<file path="src/design/fcc_pkg.sv">
// shared constants and types for the cmap character coverage block
package fcc_pkg;

   localparam int unsigned STORE_BYTES_DEF = 65536;
   localparam int unsigned AW_MAX          = 34;

   localparam logic OP_WRITE = 1'b0;
   localparam logic OP_QUERY = 1'b1;

   typedef enum logic [4:0] {
      FMT_NONE = 5'b00001,
      FMT_F2   = 5'b00010,
      FMT_F4   = 5'b00100,
      FMT_F6   = 5'b01000,
      FMT_F12  = 5'b10000
   } fmt_type;

   // request from the walk sequencer to the byte fetch unit
   typedef struct packed {
      logic              start;
      logic [AW_MAX-1:0] addr;
      logic [2:0]        len;
   } fetch_req_type;

   // answer from the fetch unit
   typedef struct packed {
      logic        done;
      logic        fault;
      logic [31:0] data;
   } fetch_rsp_type;

endpackage

</file>
<file path="src/design/fcc_walk.sv">
// query sequencer walking encoding records and subtables
module fcc_walk (
   input  logic                  clock,
   input  logic                  reset,
   input  logic                  start,
   input  logic [15:0]           ch,
   output logic                  done,
   output logic                  hit,
   output logic                  fault,
   output fcc_pkg::fetch_req_type freq,
   input  fcc_pkg::fetch_rsp_type frsp
);
   import fcc_pkg::*;

   typedef enum logic [26:0] {
      W_IDLE  = 27'd1 << 0,
      W_VER   = 27'd1 << 1,
      W_CNT   = 27'd1 << 2,
      W_LOOP  = 27'd1 << 3,
      W_PLAT  = 27'd1 << 4,
      W_ENC   = 27'd1 << 5,
      W_OFF   = 27'd1 << 6,
      W_FMT   = 27'd1 << 7,
      W_DISP  = 27'd1 << 8,
      W_2K    = 27'd1 << 9,
      W_2A    = 27'd1 << 10,
      W_2B    = 27'd1 << 11,
      W_2C    = 27'd1 << 12,
      W_4SEG  = 27'd1 << 13,
      W_4END  = 27'd1 << 14,
      W_4STA  = 27'd1 << 15,
      W_4IRO  = 27'd1 << 16,
      W_4DEL  = 27'd1 << 17,
      W_4ADR  = 27'd1 << 18,
      W_4GLY  = 27'd1 << 19,
      W_6A    = 27'd1 << 20,
      W_6B    = 27'd1 << 21,
      W_12N   = 27'd1 << 22,
      W_12LO  = 27'd1 << 23,
      W_12HI  = 27'd1 << 24,
      W_NEXT  = 27'd1 << 25,
      W_FIN   = 27'd1 << 26
   } wst_type;

   wst_type           st_ff, st_in;
   logic              busy_ff, busy_in;  // fetch issued, waiting
   logic [15:0]       ver_ff, ver_in;
   logic [15:0]       cnt_ff, cnt_in;
   logic [15:0]       i_ff, i_in;
   logic [15:0]       plat_ff, plat_in;
   logic [15:0]       enc_ff, enc_in;
   logic [AW_MAX-1:0] sub_ff, sub_in;
   logic [AW_MAX-1:0] p_ff, p_in;      // walking pointer
   logic [AW_MAX-1:0] q_ff, q_in;      // auxiliary address
   logic [31:0]       j_ff, j_in;      // segment/group counter
   logic [31:0]       lim_ff, lim_in;
   logic [15:0]       a_ff, a_in;      // scratch words
   logic [15:0]       b_ff, b_in;
   logic [16:0]       c_ff, c_in;
   logic [31:0]       g_ff, g_in;
   fmt_type           fmt_ff, fmt_in;
   logic              hit_ff, hit_in;
   logic              flt_ff, flt_in;
   logic [15:0]       ch_ff;

   logic [AW_MAX-1:0] f_addr;
   logic [2:0]        f_len;
   logic [31:0]       fd;
   logic [15:0]       fw;

   assign fd = frsp.data;
   assign fw = frsp.data[15:0];

   always_ff @(posedge clock) begin
      if (start) ch_ff <= ch;
   end

   always_comb begin
      st_in   = st_ff;
      busy_in = busy_ff;
      ver_in  = ver_ff;
      cnt_in  = cnt_ff;
      i_in    = i_ff;
      plat_in = plat_ff;
      enc_in  = enc_ff;
      sub_in  = sub_ff;
      p_in    = p_ff;
      q_in    = q_ff;
      j_in    = j_ff;
      lim_in  = lim_ff;
      a_in    = a_ff;
      b_in    = b_ff;
      c_in    = c_ff;
      g_in    = g_ff;
      fmt_in  = fmt_ff;
      hit_in  = hit_ff;
      flt_in  = flt_ff;
      f_addr  = '0;
      f_len   = 3'd2;
      freq.start = 1'b0;

      // states that need a fetch: address per state
      unique case (st_ff)
         W_VER:  f_addr = '0;
         W_CNT:  f_addr = AW_MAX'(2);
         W_PLAT: f_addr = p_ff;
         W_ENC:  f_addr = p_ff + AW_MAX'(2);
         W_OFF: begin
            f_addr = p_ff + AW_MAX'(4);
            f_len  = 3'd4;
         end
         W_FMT:  f_addr = sub_ff;
         W_2K:   f_addr = sub_ff + AW_MAX'(6) + AW_MAX'({ch_ff[15:8], 1'b0});
         W_2A:   f_addr = q_ff;
         W_2B:   f_addr = q_ff + AW_MAX'(2);
         W_2C:   f_addr = q_ff + AW_MAX'(4);
         W_4SEG: f_addr = sub_ff + AW_MAX'(6);
         W_4END: f_addr = p_ff;
         W_4STA: f_addr = p_ff + AW_MAX'(lim_ff[15:0]) + AW_MAX'(2);
         W_4IRO: f_addr = q_ff;
         W_4DEL: f_addr = q_ff - AW_MAX'(lim_ff[15:0]);
         W_4GLY: f_addr = q_ff;
         W_6A:   f_addr = sub_ff + AW_MAX'(6);
         W_6B:   f_addr = sub_ff + AW_MAX'(8);
         W_12N: begin
            f_addr = sub_ff + AW_MAX'(12);
            f_len  = 3'd4;
         end
         W_12LO: begin
            f_addr = p_ff;
            f_len  = 3'd4;
         end
         W_12HI: begin
            f_addr = p_ff + AW_MAX'(4);
            f_len  = 3'd4;
         end
         default: f_addr = '0;
      endcase

      unique case (st_ff)
         W_IDLE: begin
            if (start) begin
               hit_in = 1'b0;
               flt_in = 1'b0;
               busy_in = 1'b0;
               st_in  = W_VER;
            end
         end
         W_LOOP: begin
            if (i_ff == cnt_ff) begin
               st_in = W_FIN;
            end else begin
               p_in  = AW_MAX'(4) + AW_MAX'({i_ff, 3'b000});
               st_in = W_PLAT;
            end
         end
         W_DISP: begin
            if (fmt_ff == FMT_NONE ||
                !(plat_ff == 16'd0 ||
                  (plat_ff == 16'd3 && (enc_ff == 16'd2 || enc_ff == 16'd10)))) begin
               st_in = W_NEXT;
            end else begin
               unique case (fmt_ff)
                  FMT_F2:  st_in = W_2K;
                  FMT_F4:  st_in = W_4SEG;
                  FMT_F6:  st_in = W_6A;
                  FMT_F12: st_in = W_12N;
                  default: st_in = W_NEXT;
               endcase
            end
         end
         W_4ADR: begin
            // glyph array word address
            q_in  = q_ff + AW_MAX'({a_ff[15:1], 1'b0}) +
                    AW_MAX'({ch_ff - b_ff, 1'b0});
            st_in = W_4GLY;
         end
         W_NEXT: begin
            if (hit_ff) begin
               st_in = W_FIN;
            end else begin
               i_in  = i_ff + 16'd1;
               st_in = W_LOOP;
            end
         end
         W_FIN: st_in = W_IDLE;
         default: begin
            // fetch states
            if (!busy_ff) begin
               freq.start = 1'b1;
               busy_in    = 1'b1;
            end else if (frsp.done) begin
               busy_in = 1'b0;
               if (frsp.fault) begin
                  flt_in = 1'b1;
                  hit_in = 1'b0;
                  st_in  = W_FIN;
               end else begin
                  unique case (st_ff)
                     W_VER: begin
                        ver_in = fw;
                        st_in  = W_CNT;
                     end
                     W_CNT: begin
                        cnt_in = (ver_ff != 16'd0 && fw == 16'd0) ? ver_ff : fw;
                        i_in   = '0;
                        st_in  = W_LOOP;
                     end
                     W_PLAT: begin
                        plat_in = fw;
                        st_in   = W_ENC;
                     end
                     W_ENC: begin
                        enc_in = fw;
                        st_in  = W_OFF;
                     end
                     W_OFF: begin
                        sub_in = AW_MAX'(fd);
                        st_in  = W_FMT;
                     end
                     W_FMT: begin
                        if (fw == 16'd2)       fmt_in = FMT_F2;
                        else if (fw == 16'd4)  fmt_in = FMT_F4;
                        else if (fw == 16'd6)  fmt_in = FMT_F6;
                        else if (fw == 16'd12) fmt_in = FMT_F12;
                        else                   fmt_in = FMT_NONE;
                        // format 0 and unknown formats are both skipped
                        st_in = W_DISP;
                     end
                     W_2K: begin
                        q_in = sub_ff + AW_MAX'(518) + AW_MAX'({fw[15:3], 3'b000});
                        if (fw[15:3] == 13'd0 && ch_ff[15:8] != 8'd0) begin
                           st_in = W_NEXT;
                        end else begin
                           a_in  = {3'b000, fw[15:3]};
                           st_in = W_2A;
                        end
                     end
                     W_2A: begin
                        b_in  = fw;
                        st_in = W_2B;
                     end
                     W_2B: begin
                        c_in = {1'b0, fw};
                        if (a_ff == 16'd0) begin
                           st_in = W_2C;
                        end else begin
                           hit_in = ({8'd0, ch_ff[7:0]} >= b_ff) &&
                                    ({9'd0, ch_ff[7:0]} < ({1'b0, b_ff} + {1'b0, fw}));
                           st_in  = W_NEXT;
                        end
                     end
                     W_2C: begin
                        hit_in = (b_ff == 16'd0) && (c_ff == 17'd256) && (fw == 16'd0);
                        st_in  = W_NEXT;
                     end
                     W_4SEG: begin
                        lim_in = {16'd0, fw};
                        j_in   = '0;
                        p_in   = sub_ff + AW_MAX'(14);
                        st_in  = (fw[15:1] == 15'd0) ? W_NEXT : W_4END;
                     end
                     W_4END: begin
                        if (fw < ch_ff) begin
                           j_in = j_ff + 32'd1;
                           p_in = p_ff + AW_MAX'(2);
                           st_in = (j_ff + 32'd1 == {17'd0, lim_ff[15:1]}) ?
                                   W_NEXT : W_4END;
                        end else begin
                           st_in = W_4STA;
                        end
                     end
                     W_4STA: begin
                        b_in = fw;
                        // ranges slot = ends + 3*segx2 + 2 + 2j
                        q_in = p_ff + AW_MAX'(lim_ff[15:0]) + AW_MAX'(lim_ff[15:0]) +
                               AW_MAX'(lim_ff[15:0]) + AW_MAX'(2);
                        st_in = (fw > ch_ff) ? W_NEXT : W_4IRO;
                     end
                     W_4IRO: begin
                        a_in  = fw;
                        st_in = W_4DEL;
                     end
                     W_4DEL: begin
                        c_in = {1'b0, fw};
                        if (a_ff == 16'd0) begin
                           hit_in = (fw + ch_ff) != 16'd0;
                           st_in  = W_NEXT;
                        end else begin
                           st_in = W_4ADR;
                        end
                     end
                     W_4GLY: begin
                        hit_in = (fw != 16'd0) && ((c_ff[15:0] + fw) != 16'd0);
                        st_in  = W_NEXT;
                     end
                     W_6A: begin
                        b_in  = fw;
                        st_in = W_6B;
                     end
                     W_6B: begin
                        hit_in = (ch_ff >= b_ff) &&
                                 ({1'b0, ch_ff} < ({1'b0, b_ff} + {1'b0, fw}));
                        st_in  = W_NEXT;
                     end
                     W_12N: begin
                        lim_in = fd;
                        j_in   = '0;
                        p_in   = sub_ff + AW_MAX'(16);
                        st_in  = (fd == 32'd0) ? W_NEXT : W_12LO;
                     end
                     W_12LO: begin
                        g_in  = fd;
                        st_in = W_12HI;
                     end
                     W_12HI: begin
                        if ({16'd0, ch_ff} >= g_ff && {16'd0, ch_ff} <= fd) begin
                           hit_in = 1'b1;
                           st_in  = W_NEXT;
                        end else begin
                           j_in  = j_ff + 32'd1;
                           p_in  = p_ff + AW_MAX'(12);
                           st_in = (j_ff + 32'd1 == lim_ff) ? W_NEXT : W_12LO;
                        end
                     end
                     default: st_in = W_FIN;
                  endcase
               end
            end
         end
      endcase
      freq.addr = f_addr;
      freq.len  = f_len;
   end

   always_ff @(posedge clock) begin
      if (reset) begin
         st_ff   <= W_IDLE;
         busy_ff <= 1'b0;
         hit_ff  <= 1'b0;
         flt_ff  <= 1'b0;
      end else begin
         st_ff   <= st_in;
         busy_ff <= busy_in;
         hit_ff  <= hit_in;
         flt_ff  <= flt_in;
      end
      ver_ff  <= ver_in;
      cnt_ff  <= cnt_in;
      i_ff    <= i_in;
      plat_ff <= plat_in;
      enc_ff  <= enc_in;
      sub_ff  <= sub_in;
      p_ff    <= p_in;
      q_ff    <= q_in;
      j_ff    <= j_in;
      lim_ff  <= lim_in;
      a_ff    <= a_in;
      b_ff    <= b_in;
      c_ff    <= c_in;
      g_ff    <= g_in;
      fmt_ff  <= fmt_in;
   end

   assign done  = (st_ff == W_FIN);
   assign hit   = hit_ff;
   assign fault = flt_ff;

endmodule

</file>
<file path="config.mk">
export PLATFORM = sky130hd
export DESIGN_NAME = fcc_walk
export DESIGN_NICKNAME = d
export VERILOG_FILES = /design/src/design/fcc_pkg.sv /design/src/design/fcc_walk.sv
export SDC_FILE = /design/constraint.sdc
export NUM_CORES = 2
export LEC_CHECK = 0
export ABC_AREA = 1
export BUFFER_PORTS_ARGS = -buffer_cell sky130_fd_sc_hd__buf_2
export CAP_MARGIN = 20
export CORE_MARGIN = 2
export CORE_UTILIZATION = 45
export CTS_BUF_LIST = sky130_fd_sc_hd__clkbuf_16
export DETAILED_ROUTE_END_ITERATION = 7
export PLACE_DENSITY_LB_ADDON = 0.12
export SKIP_LAST_GASP = 1
export SLEW_MARGIN = 0
export SYNTH_ARGS = -nofsm -noshare
export SYNTH_HDL_FRONTEND = slang
export SYNTH_SLANG_ARGS = --single-unit
</file>
<file path="constraint.sdc">
create_clock -name clock -period 10.4 [get_ports clock]
set_clock_uncertainty 0.05 [all_clocks]
set_input_delay 2.08 -clock clock [delete_from_list [all_inputs] [get_ports clock]]
set_output_delay 2.08 -clock clock [all_outputs]
set_load 0.1 [all_outputs]
</file>
# After elaboration in Yosys (flattened, before gate mapping)

Index checks and enable logic that the tools add are counted.

$lt $le $gt $ge: 8
Equal/unequal tests: 57
Reduce and logical (&&, ||, !) cells: 78
Multipliers: 0
Mux-type cells: 69
Bitwise logic cells: 6
Add/subtract/negate cells: 28
Div/mod/pow operators: 0
Shift-type cells: 0

Operator list:

| kind                                                 | number |
|---|---|
| case mux 27 bit (19 select lines)                    | 1 |
| case mux 34 bit (14 select lines)                    | 1 |
| 2-to-1 mux 34 bit                                    | 9 |
| 2-to-1 mux 26 bit                                    | 11 |
| case mux 34 bit (2 select lines)                     | 3 |
| 2-to-1 mux 27 bit                                    | 6 |
| case mux 27 bit (6 select lines)                     | 1 |
| adder 34 x 16 -> 34 bit                              | 4 |
| adder 34 x 2 -> 34 bit, second input constant        | 4 |
| case mux 34 bit (4 select lines)                     | 1 |
| 2-to-1 mux 16 bit                                    | 7 |
| case mux 26 bit (4 select lines)                     | 1 |
| adder 32 x 4 -> 33 bit, second input constant        | 3 |
| case mux 32 bit (3 select lines)                     | 1 |
| adder 34 x 3 -> 34 bit, second input constant        | 2 |
| logical NOT 16 bit                                   | 4 |
| 2-to-1 mux 32 bit                                    | 2 |
| case mux 16 bit (2 select lines)                     | 2 |
| case mux 32 bit (2 select lines)                     | 1 |
| nonzero test 16 bit                                  | 4 |
| AND reduction 5 bit                                  | 12 |
| equality test 16 x 2 -> 1 bit, second input constant | 3 |
| adder 33 x 16 -> 34 bit                              | 1 |
| adder 34 x 17 -> 34 bit                              | 1 |
| 92 further kinds                                     | 161 |

Memories kept: 0
Bits of input ports: 53
Word-level logic and storage cells: 268
Bits in latches: 0
Bits in registers: 375
Memory bits (read-only): 0
Bits in writable memories: 0
Output and inout bits: 41

# Depth between registers and ports, before layout

Depth after elaboration: 9
Gate-level depth with buffers: 28
Mapped depth without buffers: 28

# Worst setup path before layout

OpenSTA, ideal clock, no wires.

Kind: register to output
Start point: register lim_ff[0]
End point: output port freq[12] (netlist bit)
Slack: 2.747 ns
Path buffers: 0
Data arrival time: 5.523 ns
Data required time: 8.270 ns
Cell stages (with the launch flop): 13
Path through: edfxtp_1 ha_1 fa_1 xor2_1 nand2_1 nand2_2 ha_1 nand2_1 nor2_1 nand3_2 nand2_1 inv_1 o311ai_0

RTL lines:

| what                     | RTL line        | source |
|---|---|---|
| start: declaration       | fcc_walk.sv:56  | `logic [31:0] lim_ff, lim_in;` |
| start signal: assignment | fcc_walk.sv:357 | `lim_ff <= lim_in;` |
| end: declaration         | fcc_walk.sv:10  | `output fcc_pkg::fetch_req_type freq,` |

==> flow_metrics.py <==
metrics = {
    "setup_path": {
        "crit_type": "flop to output pin",
        "critPathMostFrequentCell": "nand2_1",
        "path_cells": "inv_1 > ha_1 > nor2_2 > nand2_1 > xor2_1 > ha_1 > nand2_1 > o21ai_0 > a21oi_1 > inv_1 > nand2_1 > nor2_1 > o21ai_0 > nand4_1 > buf_2",
        "critPathCaptureType": "output pin",
        "critPathTopFamily": "compound AO/OA/AOI/OAI gates",
        "worst_setup_path_start_kind": "flop",
        "max_stage_delay_ns": 0.81,
        "required_ns": 8.27,
        "crit_buf_inv": 3,
        "crit_path_top_delay_cell": "a21oi_1",
        "cp_max_fo": 7,
        "crit_arrival_ns": 5.66,
    },
    "finish": {
        "syn2layout_area_growth_pct": 8.50,
        "num-nets-final": 6565,
        "stdcell_count": 7445,
        "fillers": 9359,
        "drive_gt1_frac": 0.0772,
    },
    "power": {
        "p_leak_nw": 20.0,
        "power.density_nw_per_um2": 113,
        "ir_worst_vdd_mv": 0.287,
    },
    "sta": {
        "finalSetupViolCount": 0,
        "report.final.hold_viol_count": 0,
        "fin_crit_sh": 0.749,
        "worst_slack_ns": 2.61,
        "rsz0062_at_grt": "false",
        "fin_crit_ns": 7.79,
        "totalNegativeSetupSlack_ns": 0,
        "final_max_slew_viol_count": 0,
        "slew_headroom": 0.178,
        "worstMarginPinSlew_ns": 1.22,
        "maxClockFrequency_mhz": 128,
    },
    "floorplan": {
        "pin_count": 94,
        "start_util": 0.453,
        "fp.dieArea_um2": 92500,
        "die_x_um": 304,
        "core_um2": 89600,
        "rows": 110,
        "die_h_um": 304,
    },
    "outcome": {
        "outcome": "complete, but fails checks",
        "violations": "DRC",
    },
    "placement": {
        "dp.cells": 7355,
        "port_buffers": 92,
        "dpl.hpwl_um": 173000,
        "place_congestion": 1.15,
        "dp_slack_ns": 3.55,
    },
    "routing": {
        "met2_length_um": 86400,
        "drt_iter0_drc": 6655,
        "via_count": 45798,
        "antenna_left": 0,
        "drt-total-wl_um": 216000,
        "via_per_inst": 6.15,
        "route.detailed.drc": 13,
        "routedLengthMet1_um": 83000,
        "highest_layer": "met5",
        "drtPass1Iterations": 8,
        "wl_met3_um": 29400,
        "routedWlPerCell_um": 29.0,
    },
    "logic_synthesis": {
        "synth_seq_cells": 374,
        "synth_nets": 6478,
        "yosysTopAreaCell": "edfxtp_1",
        "netlist.area_leader.share": 0.255,
        "ys_top_cells_by_area": "edfxtp_1 (25%), nand2_1 (15%), ha_1 (7.9%)",
        "synth_async_sr_flop_share": 0,
        "synthFlopType": "edfxtp_1",
        "synth-edff-count": 344,
        "yosysUniqueCellTypes": 80,
        "ys_seq_area_frac": 0.270,
        "synth_warnings": 0,
        "yosys.cell_count.top_type": "nand2_1",
        "synth_common_cells": "nand2_1 (1614), inv_1 (841), nor2_1 (705), nand3_1 (521), edfxtp_1 (344)",
        "netlist_area_um2": 40600,
        "synth.avg_cell_area_um2": 6.60,
        "synth_cells": 6143,
    },
    "clocking": {
        "cts.sinks": 374,
        "numCtsBuffers": 46,
        "cts_setup_buffers": 0,
        "clkLatencyLatePin_ns": 0.66,
        "ctsHoldBuffers": 0,
        "cts_resized": 0,
        "cts_tree": "built",
        "clk_pin_slew_ns": 0.07,
        "cts_htree_levels": 2,
        "root_buffer": "clkbuf_16",
        "clockBufferDepth": 3,
    },
    "global_routing": {
        "grt_max_degree": 50,
        "antenna_found_initial": 6,
        "track_usage": 0.455,
        "grt-ovfl-total": 0,
        "grt_pass1_wl_um": 303000,
        "grt_pass1_vias": 42433,
    },
    "worst_hold_path": {
        "hp-class": "flop to flop",
    },
    "run": {
        "maxCapViolations": 0,
    },
}
[worst min-delay path, cell delays in order (launching register included)]
cell and delay, ns:
dfxtp_1 0.32, nand2_1 0.06, a21oi_1 0.05
[where the power goes]
group	leakage, nW	total, mW	internal [mW]	switching, mW
clock network	0.763	1.68	0.933	0.748
registers	3.32	1.72	1.68	0.0465
logic	15.9	1.55	0.373	1.18
[cell families after synthesis]
family | synth area share
compound gates | 0.129
fa+ha+maj | 0.0916
simple gates | 0.369
xor+xnor | 0.0409
buf+inv | 0.0995
flops | 0.270
mux | 0.000247
other cells | 0.0000925
[final timing paths]
check,from,endpoint,slack [ns],depth (start not counted)
worst max-delay path,sub_ff[2],freq[18],2.61,15
worst min-delay path,busy_ff,busy_ff,0.43,2
worst max register to register,ch_ff[0],q_ff[33],3.70,23
worst min register to register,busy_ff,busy_ff,0.43,2
[per-stage QoR]
step | util | cell area (µm²) | hold WS, ns | total power, mW
5_1_grt | 0.491 | 44000 | 0.441 | 5.13
6_report | 0.491 | 44000 | 0.430 | 4.96
3_3_place_gp | 0.474 | 42400 | 0.417 | 3.25
3_5_place_dp | 0.474 | 42400 | 0.420 | 3.26
4_1_cts | 0.491 | 44000 | 0.429 | 4.92
2_1_floorplan | - | 40600 | 0.405 | 2.83
[layout by cell type (no fill, tap or decap), drive strengths merged, types with 20 or more instances in the layout]
master,Yosys,final
or2,24,24
nand2,1665,1665
o21ai,352,352
fa,25,25
nor3,103,103
edfxtp,344,344
nand4,138,138
a21oi,329,329
nor2,800,800
xor2,139,139
clkinv,11,29
nand3,532,532
o211ai,33,33
xnor2,37,37
a31oi,25,25
nor4,52,52
nand3b,27,27
o22ai,37,37
ha,257,257
clkbuf,54,47
inv,875,886
dfxtp,30,30
o2111ai,20,20
buf,79,172
[final cells by class]
cell class	count	area, µm²	area share
inverter	886	3340	0.0758
sequential	374	10900	0.248
clock buffer	47	1180	0.0267
tap	1176	1470	0.0334
multi-input combinational	4750	25700	0.583
clock inverter	37	363	0.00825
antenna	3	7.51	0.000171
timing repair buffer	172	1060	0.0240
[state kept, by name, summed over array words and instances (netlist names), 27 cells and up]
register and flops:
st_ff 27, sub_ff 32, p_ff 34, g_ff 32, q_ff 34, j_ff 32
lim_ff 32
[metal layers]
metal,global-route usage,vias to the layer above
met3,0.158,691
met1,0.578,21463
met4,0.303,2
li1,-,20618
met2,0.649,3024
met5,0,-
Power figures use the tool's default switching activity.
